$ cat config.mk
export PLATFORM = sky130hd
export DESIGN_NAME = session_table_engine
export DESIGN_NICKNAME = d
export VERILOG_FILES = /design/src/rtl/core/ste_pkg.sv /design/src/rtl/core/ste_ram.sv /design/src/rtl/core/session_table_engine.sv
export SDC_FILE = /design/constraint.sdc
export NUM_CORES = 2
export LEC_CHECK = 0
export BUFFER_PORTS_ARGS = -buffer_cell sky130_fd_sc_hd__buf_2
export CORE_ASPECT_RATIO = 0.7
export CORE_MARGIN = 10
export CORE_UTILIZATION = 55
export CTS_CLUSTER_SIZE = 8
export DETAILED_ROUTE_END_ITERATION = 10
export PLACE_DENSITY_LB_ADDON = 0.05
export SLEW_MARGIN = 20
export SYNTH_ARGS = -nofsm -noshare
export SYNTH_HDL_FRONTEND = slang
export SYNTH_SLANG_ARGS = --single-unit
$ cat constraint.sdc
create_clock -name i_clk -period 15.6 [get_ports i_clk]
set_input_delay 0.78 -clock i_clk [delete_from_list [all_inputs] [get_ports i_clk]]
set_output_delay 0.78 -clock i_clk [all_outputs]
set_load 0.01 [all_outputs]
$ cat src/rtl/core/ste_pkg.sv
// Shared constants, types and codes of the session table engine.
package ste_pkg;

    // Table geometry
    localparam int NUM_SLOTS = 16;
    localparam int SLOT_W    = (NUM_SLOTS > 1) ? $clog2(NUM_SLOTS) : 1;

    // Field widths
    localparam int MODE_W   = 3;
    localparam int PORT_W   = 16;
    localparam int SLOTIN_W = 4;
    localparam int STATE_W  = 8;
    localparam int HANDLE_W = 32;
    localparam int STATUS_W = 2;
    localparam int DATA_W   = STATE_W + HANDLE_W;

    // Request modes; codes five to seven are unused
    typedef enum logic [MODE_W-1:0] {
        MODE_FIND = 3'd0,
        MODE_ADD  = 3'd1,
        MODE_READ = 3'd2,
        MODE_SAVE = 3'd3,
        MODE_FREE = 3'd4
    } t_mode;

    // Result status codes
    localparam logic [STATUS_W-1:0] ST_DONE      = 2'd0;
    localparam logic [STATUS_W-1:0] ST_NOT_FOUND = 2'd1;
    localparam logic [STATUS_W-1:0] ST_FULL      = 2'd2;

    typedef logic [SLOT_W-1:0] t_idx;

endpackage

$ cat src/rtl/core/ste_ram.sv
// Generic single-write, single-read RAM with registered read data.
module ste_ram #(
    parameter int WIDTH = 8,
    parameter int DEPTH = 16
) (
    input  logic                                   i_clk,
    input  logic                                   i_we,
    input  logic [((DEPTH > 1) ? $clog2(DEPTH) : 1)-1:0] i_waddr,
    input  logic [WIDTH-1:0]                       i_wdata,
    input  logic [((DEPTH > 1) ? $clog2(DEPTH) : 1)-1:0] i_raddr,
    output logic [WIDTH-1:0]                       o_rdata
);

    logic [WIDTH-1:0] r_mem [DEPTH];
    logic [WIDTH-1:0] r_rdata;

    // Write one entry; read one entry, with the data ready in the cycle after its address
    always_ff @(posedge i_clk) begin
        if (i_we) begin
            r_mem[i_waddr] <= i_wdata;
        end
        r_rdata <= r_mem[i_raddr];
    end

    assign o_rdata = r_rdata;

endmodule

$ cat src/rtl/core/session_table_engine.sv
// Top level of the session table engine: request sequencer and slot stores.
//
// One request is taken when start is high and busy is low; exactly one result beat follows,
// shown for one cycle with o_valid, and the receiver cannot stall it. Save, free and
// unused modes answer in the next cycle and never raise busy; so does a read out of range.
// A read in range holds busy while the slot memories are read. Find walks the port memory
// one slot per cycle, lowest slot first, with registered read data; it ends at the first
// valid match, or reports not found after the last slot. Add walks the valid marks one slot
// per cycle, ending at the first free slot or reporting full. The stores read as zero from reset until
// written, tracked by per-slot written marks, so no clearing pass is run after reset.
module session_table_engine
    import ste_pkg::*;
(
    input  logic                i_clk,
    input  logic                i_rst_n,
    input  logic                start,
    output logic                busy,
    input  logic [MODE_W-1:0]   i_mode,
    input  logic [PORT_W-1:0]   i_port,
    input  logic [SLOTIN_W-1:0] i_slot,
    input  logic [STATE_W-1:0]  i_state_in,
    input  logic [HANDLE_W-1:0] i_handle_in,
    output logic                o_valid,
    output logic [STATUS_W-1:0] o_status,
    output logic [SLOTIN_W-1:0] o_slot_out,
    output logic [PORT_W-1:0]   o_port_out,
    output logic [STATE_W-1:0]  o_state_out,
    output logic [HANDLE_W-1:0] o_handle_out
);

    typedef enum logic [1:0] {
        S_IDLE,
        S_FIND,
        S_ADD,
        S_READ
    } t_fsm;

    localparam t_idx LAST_IDX = SLOT_W'(NUM_SLOTS - 1);

    t_fsm                r_fsm;
    t_idx                r_idx;
    logic                r_chk;
    t_idx                r_chk_idx;
    logic [NUM_SLOTS-1:0] r_valid_bits;
    logic [NUM_SLOTS-1:0] r_port_wr;
    logic [NUM_SLOTS-1:0] r_data_wr;
    logic [PORT_W-1:0]   r_port;
    logic [STATE_W-1:0]  r_state_val;
    logic [HANDLE_W-1:0] r_handle;
    logic                r_valid;
    logic [STATUS_W-1:0] r_status;
    logic [SLOTIN_W-1:0] r_slot_out;
    logic [PORT_W-1:0]   r_port_out;
    logic [STATE_W-1:0]  r_state_out;
    logic [HANDLE_W-1:0] r_handle_out;

    logic                accept;
    logic                in_range;
    t_idx                in_idx;
    t_idx                raddr;
    logic                port_we;
    logic                data_we;
    t_idx                data_waddr;
    logic [DATA_W-1:0]   data_wdata;
    logic [PORT_W-1:0]   port_rdata;
    logic [DATA_W-1:0]   data_rdata;
    logic                find_hit;
    logic                add_free;

    assign accept   = start && (r_fsm == S_IDLE);
    assign in_range = 32'(i_slot) < NUM_SLOTS;
    assign in_idx   = SLOT_W'(i_slot);

    // Steer the shared read address: input slot while idle, scan index otherwise
    assign raddr = (r_fsm == S_IDLE) ? in_idx : r_idx;

    // Add writes all fields of the claimed slot; save writes state and handle
    assign add_free   = (r_fsm == S_ADD) && !r_valid_bits[r_idx];
    assign port_we    = add_free;
    assign data_we    = add_free || (accept && (i_mode == MODE_SAVE) && in_range);
    assign data_waddr = add_free ? r_idx : in_idx;
    assign data_wdata = add_free ? {r_state_val, r_handle} : {i_state_in, i_handle_in};

    // Compare the port read for the previous scan index against the searched port, if that slot is valid
    assign find_hit = r_chk && r_valid_bits[r_chk_idx] && (port_rdata == r_port);

    ste_ram #(
        .WIDTH (PORT_W),
        .DEPTH (NUM_SLOTS)
    ) u_port_ram (
        .i_clk   (i_clk),
        .i_we    (port_we),
        .i_waddr (r_idx),
        .i_wdata (r_port),
        .i_raddr (raddr),
        .o_rdata (port_rdata)
    );

    ste_ram #(
        .WIDTH (DATA_W),
        .DEPTH (NUM_SLOTS)
    ) u_data_ram (
        .i_clk   (i_clk),
        .i_we    (data_we),
        .i_waddr (data_waddr),
        .i_wdata (data_wdata),
        .i_raddr (raddr),
        .o_rdata (data_rdata)
    );

    // Sequence requests, track slot marks and register the result beat
    always_ff @(posedge i_clk) begin
        if (!i_rst_n) begin
            r_fsm        <= S_IDLE;
            r_idx        <= '0;
            r_chk        <= 1'b0;
            r_valid_bits <= '0;
            r_port_wr    <= '0;
            r_data_wr    <= '0;
            r_valid      <= 1'b0;
        end else begin
            r_valid <= 1'b0;
            case (r_fsm)
                S_IDLE: begin
                    if (accept) begin
                        r_port       <= i_port;
                        r_state_val  <= i_state_in;
                        r_handle     <= i_handle_in;
                        r_status     <= ST_DONE;
                        r_slot_out   <= i_slot;
                        r_port_out   <= '0;
                        r_state_out  <= '0;
                        r_handle_out <= '0;
                        case (i_mode)
                            MODE_FIND: begin
                                r_idx <= '0;
                                r_chk <= 1'b0;
                                r_fsm <= S_FIND;
                            end
                            MODE_ADD: begin
                                r_idx <= '0;
                                r_fsm <= S_ADD;
                            end
                            MODE_READ: begin
                                r_idx <= in_idx;
                                if (in_range) begin
                                    r_fsm <= S_READ;
                                end else begin
                                    r_valid <= 1'b1;
                                end
                            end
                            MODE_SAVE: begin
                                if (in_range) begin
                                    r_data_wr[in_idx] <= 1'b1;
                                end
                                r_valid <= 1'b1;
                            end
                            MODE_FREE: begin
                                if (in_range) begin
                                    r_valid_bits[in_idx] <= 1'b0;
                                end
                                r_valid <= 1'b1;
                            end
                            default: begin
                                r_valid <= 1'b1;
                            end
                        endcase
                    end
                end
                S_FIND: begin
                    // Issue the next read while checking the previous one
                    r_chk     <= 1'b1;
                    r_chk_idx <= r_idx;
                    if (r_idx != LAST_IDX) begin
                        r_idx <= r_idx + 1'b1;
                    end
                    if (find_hit) begin
                        r_status   <= ST_DONE;
                        r_slot_out <= SLOTIN_W'(r_chk_idx);
                        r_valid    <= 1'b1;
                        r_fsm      <= S_IDLE;
                    end else if (r_chk && (r_chk_idx == LAST_IDX)) begin
                        r_status   <= ST_NOT_FOUND;
                        r_slot_out <= '0;
                        r_valid    <= 1'b1;
                        r_fsm      <= S_IDLE;
                    end
                end
                S_ADD: begin
                    if (add_free) begin
                        r_valid_bits[r_idx] <= 1'b1;
                        r_port_wr[r_idx]    <= 1'b1;
                        r_data_wr[r_idx]    <= 1'b1;
                        r_status            <= ST_DONE;
                        r_slot_out          <= SLOTIN_W'(r_idx);
                        r_valid             <= 1'b1;
                        r_fsm               <= S_IDLE;
                    end else if (r_idx == LAST_IDX) begin
                        r_status   <= ST_FULL;
                        r_slot_out <= '0;
                        r_valid    <= 1'b1;
                        r_fsm      <= S_IDLE;
                    end else begin
                        r_idx <= r_idx + 1'b1;
                    end
                end
                S_READ: begin
                    // Unwritten entries read as zero
                    r_port_out   <= r_port_wr[r_idx] ? port_rdata : '0;
                    r_state_out  <= r_data_wr[r_idx] ? data_rdata[DATA_W-1:HANDLE_W] : '0;
                    r_handle_out <= r_data_wr[r_idx] ? data_rdata[HANDLE_W-1:0] : '0;
                    r_valid      <= 1'b1;
                    r_fsm        <= S_IDLE;
                end
                default: begin
                    r_fsm <= S_IDLE;
                end
            endcase
        end
    end

    assign busy         = (r_fsm != S_IDLE);
    assign o_valid      = r_valid;
    assign o_status     = r_status;
    assign o_slot_out   = r_slot_out;
    assign o_port_out   = r_port_out;
    assign o_state_out  = r_state_out;
    assign o_handle_out = r_handle_out;

    // Every accepted request either answers next cycle or keeps the engine busy
    a_accept_progress: assert property (@(posedge i_clk) disable iff (!i_rst_n)
        accept |=> (r_valid || busy))
        else $error("accepted request neither answered nor in progress");

    // A result beat is shown only once the engine is idle again
    a_valid_not_busy: assert property (@(posedge i_clk) disable iff (!i_rst_n)
        r_valid |-> !busy)
        else $error("result beat while busy");

    // Claiming a free slot marks it valid on the next cycle
    a_add_marks: assert property (@(posedge i_clk) disable iff (!i_rst_n)
        add_free |=> r_valid_bits[$past(r_idx)])
        else $error("claimed slot not marked valid");

    // A find hit always reports success
    a_find_status: assert property (@(posedge i_clk) disable iff (!i_rst_n)
        (r_fsm == S_FIND) && find_hit |=> (r_valid && (r_status == ST_DONE)))
        else $error("find hit not reported as done");

endmodule

## After elaboration in Yosys (flattened, before gate mapping)

Memories as Yosys holds them, arrays and structs flattened. A register that Yosys moved wholly into a read port is not among the register bits.
Index checks and enable logic that the tools add are counted.

- $lt $le $gt $ge: 5
- Equal/unequal tests: 23
- Add/subtract/negate cells: 1
- Bitwise operators: 6
- Reduce and logical (&&, ||, !) cells: 29
- Mux-type cells: 71

Operator list:

| kind | count |
|---|---|
| 16-bit two-way mux | 8 |
| 16-bit one-hot mux with 2 select lines | 3 |
| 32-bit two-way mux | 2 |
| 16-bit bitwise OR | 4 |
| 32-bit one-hot mux with 2 select lines | 1 |
| 4-bit two-way mux | 11 |
| 40-bit two-way mux | 1 |
| 4-bit one-hot mux with 3 select lines | 2 |
| 2-bit two-way mux | 10 |
| 1-bit two-way mux | 18 |
| 16-bit bitwise AND | 1 |
| 1-bit binary-select mux with 4-bit select | 4 |
| 16-bit equality test | 1 |
| 8-bit two-way mux | 2 |
| 16-bit inverter | 1 |
| 8-bit one-hot mux with 2 select lines | 1 |
| 4-bit by 5-bit less-than comparator with 1-bit output, second input constant | 3 |
| 2-bit one-hot mux with 3 select lines | 2 |
| 4-bit AND reduction | 3 |
| 2-bit inequality test, second input constant | 5 |
| 3-bit AND reduction | 3 |
| 1-bit demux with 4-bit select | 2 |
| 4-bit equality test, second input constant | 2 |
| 4-bit by 1-bit greater-or-equal comparator with 1-bit output, second input constant | 2 |
| 27 further kinds | 43 |

- Output and inout port bits: 64
- Bits in writable memories: 896
- Register bits after elaboration: 178
- Memories: 2
- Input bits: 66
- Logic and storage cells: 153

Memory list:

| name | words | width | read ports | clocked after memory_dff | write ports | RTL line | source |
|---|---|---|---|---|---|---|---|
| u_data_ram.r_mem | 16 | 40 | 1 | 1 | 1 | ste_ram.sv:14 | `logic [WIDTH-1:0] r_mem [DEPTH];` |
| u_port_ram.r_mem | 16 | 16 | 1 | 1 | 1 | ste_ram.sv:14 |  |

## Logic depth before layout (Yosys ltp)

- Depth after elaboration: 9
- Depth in mapped cells: 10
- Depth with buffers taken out: 7

## By module

Synthesis repeated with hierarchy kept, for this count alone.

- Cell total of the unflattened synthesis: 2223
- Area, all modules: 43281.5 um2

By module, submodules not included:

| module | sequential area each (um2) | cells an instance | times used | area an instance (um2) |
|---|---|---|---|---|
| ste_ram at u_data_ram | 20019.2 | 1040 | 1 | 25131.6 |
| ste_ram at u_port_ram | 8007.7 | 432 | 1 | 10042.1 |
| session_table_engine | 4784.6 | 751 | 1 | 8107.8 |

## Worst setup path before layout

OpenSTA, ideal clock, no wires.

- Path type: flip-flop to flip-flop
- From: register r_idx[1]
- To: memory u_data_ram.r_mem[12][0] (netlist bit), enable pin
- Setup time: 0.548 ns
- Clock period less this slack: 6.403 ns
- Path buffers: 3
- Required time: 15.052 ns
- Arrival: 5.855 ns
- Slack: 9.197 ns
- Cell stages (with the launch flop): 9
- Cell sequence: dfxtp_1 > buf_6 > mux4_2 > nand2_1 > a21oi_2 > a211o_1 > buf_2 > buf_2 > o41ai_1

- Cells in the longest elaborated chain, start to end: 7
- Elaborated cells on any way between the ends: 8
- Those cells by class: 5 x mux; 3 x reduce/logical

Ends and longest elaborated chain:

| what | RTL line | source |
|---|---|---|
| from (decl) | session_table_engine.sv:41 | `t_idx r_idx;` |
| from (signal assigned) | session_table_engine.sv:145 | `r_idx <= in_idx;` |
| from (signal assigned) | session_table_engine.sv:175 | `r_idx <= r_idx + 1'b1;` |
| from (signal assigned) | session_table_engine.sv:204 | `r_idx <= r_idx + 1'b1;` |
| 1-bit binary-select mux with 4-bit select | session_table_engine.sv:78 | `assign add_free = (r_fsm == S_ADD) && !r_valid_bits[r_idx];` |
| 1-bit two-way mux (not written as such) | session_table_engine.sv:78 |  |
| 1-bit logical NOT | session_table_engine.sv:78 |  |
| 1-bit logical AND | session_table_engine.sv:78 |  |
| 1-bit logical OR | session_table_engine.sv:80 | `assign data_we = add_free \|\| (accept && (i_mode == MODE_SAVE) && in_range);` |
| 1-bit two-way mux | ste_ram.sv:19 | `if (i_we) begin` |
| 1-bit two-way mux (not written as such) | ste_ram.sv:20 | `r_mem[i_waddr] <= i_wdata;` |
| to (decl) | ste_ram.sv:14 |  |

Parallel ways exist; a longest one is shown, timed or not. The select of a mux whose other input is x is not followed.

## Worst setup path in the final report

- From: register r_idx[2]
- To: memory u_data_ram.r_mem[14][26] (netlist bit), enable pin

The elaborated chain is that of the path after synthesis.

==> impl_metrics.yaml <==
yosys:
  yosys-top-cells-area: "edfxtp_1 (70%), mux4_2 (12%), dfxtp_1 (5.2%)"
  synth_top_area_share_pct: 70.34
  yosysSeqAreaShare_pct: 75.50
  syn-cell-area_sq_um: 43460
  synth_seq_cells: 1130
  syn-num-nets: 2341
  async_flop_share_pct: 0
  ys_warn_count: 0
  ys.flop_type: "edfxtp_1"
  synth.distinct_cells: 53
  syn_inst: 2265
  yosys.area.top_type: "edfxtp_1"
  avgSynthCellArea_sq_um: 19.19
  synth_edf_count: 1018
power_and_ir_drop:
  power_switching_w: 0.002133
  clockPowerShare_pct: 38.7
  power_density_nw_per_um2: 163.1
  pwr-share-seq_pct: 44.0
  switching_share_pct: 26.07
  power_leakage_nw: 16.61
  power.total_w: 0.008183
  p_int_w: 0.006050
  pwr-share-comb_pct: 17.2
  max-vdd-ir-drop_uv: 137.9
timing:
  rsz0062_at_grt: "false"
  setup_viol: 0
  fmax_mhz: 221.3
  setup_tns_ns: 0
  slew_headroom_pct: 24.64
  period_share_pct: 28.97
  maxSlewViolCount: 0
  tightest_slew_ns: 1.130
  fin_hold_ws_ns: 0.2257
  fin_crit_ns: 4.520
  hold_viol: 0
  skew_ns: 0.03067
grt:
  track_usage_pct: 22.97
  grt_pass1_wl_mm: 154.7
  grt_pass1_vias: 23310
  globalRouteOverflowTotal: 0
  grt_max_degree: 152
  antenna_found_initial: 4
layout:
  nets: 2533
  fillerInstances: 5414
  antennaDiodeCount: 0
  multi_input_area_sq_um: 10270
  syn2layout_area_growth_pct: 15.48
  final-seq-area_sq_um: 32810
  drive_above_1_share_pct: 26.17
drt:
  drt_iter0_markers: 2342
  vias: 22580
  antenna_left: 0
  wl_per_cell_um: 28.26
  drt-total-wl_mm: 102.8
  vias_per_cell: 6.205
  drcViolationCount: 0
  dr.pass1.iters: 5
place:
  gp_congestion: 0.8737
  port_buffers: 129
  hpwlAfterDp_mm: 54.35
floorplanning:
  rows: 86
  dieArea_sq_um: 90830
  dieHeight_um: 255.2
  io_pins: 130
  initial_core_util_pct: 55.32
  fp.coreArea_sq_um: 78550
  die_x_um: 356.0
cts:
  clkTransAtPathRegs_ns: 0.05
  cts.sinks: 1130
  cts_max_level: 4
  cts_resized: 0
  ctsHoldBuffers: 0
  cts_setup_buffers: 0
  clockBufferDepth: 3
  cts_buffers: 159
  cts_root_buf: "clkbuf_16"
  cts_tree: "yes"
  insertion_delay_ns: 0.74
critical_path:
  crit_required_ns: 15.95
  cp.arrival_ns: 4.87
  setup.worst_path.start_class: "register"
  critical_path.max_fanout: 62
  crit_type: "register to register"
  endpoint_kind: "register"
min_path:
  hp-class: "input port to register"
run_status:
  status: "finished, final reports clean"
job:
  drv_cap: 0
==> layout by cell type (no fill, tap or decap), drive strengths merged, types with 5 or more instances in the layout <==
cell	instances
mux2	45
a211oi	58
mux2i	9
nor3	6
xnor2	17
nor2b	7
a21oi	8
o22ai	5
and3	62
a31oi	58
a21o	11
edfxtp	1018
and2	59
inv	37
a22o	18
a221oi	17
o21ai	39
o21a	16
nand2	173
clkbuf	275
buf	171
mux4	238
nand4	7
ha	10
nor2	34
dfxtp	112
nand3	41
==> worst max-delay path, cell delays in order, from the launching register on <==
cell       delay, ns
dfxtp_1         0.93
a2111oi_2       0.09
a211oi_1        0.50
a211o_4         0.42
buf_4           0.91
nand4_1         0.29
o21ai_4         0.35
buf_4           0.58
==> state kept, by name, summed over array words and instances, names as in the netlist, 2 cells and up <==
name                cells
r_idx                   4
o_port_out             16
u_data_ram.r_mem      640
u_port_ram.o_rdata     16
r_fsm                   2
o_status                2
o_state_out             8
r_data_wr              16
r_port_wr              16
r_state_val             8
r_handle               32
r_port                 16
u_data_ram.o_rdata     40
r_valid_bits           16
u_port_ram.r_mem      256
o_slot_out              4
o_handle_out           32
r_chk_idx               4
==> layout make-up <==
class | instances | share of cell area (%)
sequential | 1130 | 65.38
multi-input combinational | 966 | 20.47
clock buffer | 275 | 8.966
tap | 1056 | 2.633
timing repair buffer | 171 | 2.029
clock inverter | 12 | 0.3042
inverter | 29 | 0.2169
==> final timing paths <==
check          startpoint                       end  slack [ns]  depth (start not counted)
max              r_idx[2]  u_data_ram.r_mem[14][26]       11.08                          7
min             i_port[7]                 r_port[7]        0.23                          1
min reg2reg  r_port_wr[7]              r_port_wr[7]        0.46                          1
max reg2reg      r_idx[2]  u_data_ram.r_mem[14][26]       11.08                          7
==> cells in the mapped netlist, types with 29 or more instances <==
| cell type | instances |
|---|---|
| a211oi_1 | 58 |
| a31oi_1 | 58 |
| and2_1 | 59 |
| and3_1 | 62 |
| buf_2 | 52 |
| clkbuf_1 | 81 |
| dfxtp_1 | 112 |
| edfxtp_1 | 1018 |
| inv_1 | 29 |
| mux2_2 | 45 |
| mux4_2 | 238 |
| nand2_1 | 173 |
| nand3_1 | 41 |
| nor2_1 | 34 |
| o21ai_0 | 39 |
==> metrics by stage <==
step	setup WS (ns)	area, sq um	cells	utilization [%]
after detailed placement	10.98	45500	3351	57.93
final	11.08	50180	3639	63.89
after global routing	10.63	50180	3639	63.89
after floorplan	9.197	43460	2265	-
after global placement	11.03	45500	3351	57.93
after CTS	11.00	50160	3638	63.85
==> power groups by stage <==
| stage | sequential [W] | combinational (W) | clock (W) |
|---|---|---|---|
| 3_3_place_gp | 0.00366 | 0.00141 | 0 |
| 4_1_cts | 0.00360 | 0.00143 | 0.00323 |
| 6_report | 0.00360 | 0.00141 | 0.00317 |
| 2_1_floorplan | 0.00363 | 0.00101 | 0 |
| 5_1_grt | 0.00362 | 0.00153 | 0.00337 |
| 3_5_place_dp | 0.00366 | 0.00142 | 0 |
==> cells by family (layout without fill, tap and decap cells) <==
group | Yosys count | count (layout) | share of synthesized area [%]
and+or+nand+nor | 401 | 401 | 4.474
DFF | 1130 | 1130 | 75.50
xor gates and xnor gates | 17 | 17 | 0.3426
buffers and inverters | 169 | 487 | 1.687
adders and majority gates | 10 | 10 | 0.2879
AOI/OAI and AO/OA | 246 | 246 | 3.996
muxes | 292 | 292 | 13.71
==> layer usage <==
layer | track usage, % | share of wire [%]
met1 | 35.75 | 46
met2 | 32.81 | 44
met4 | 6.111 | 1.6
met5 | 0 | 0
met3 | 4.943 | 8.1
No activity file was read; power rests on OpenSTA's default activity.
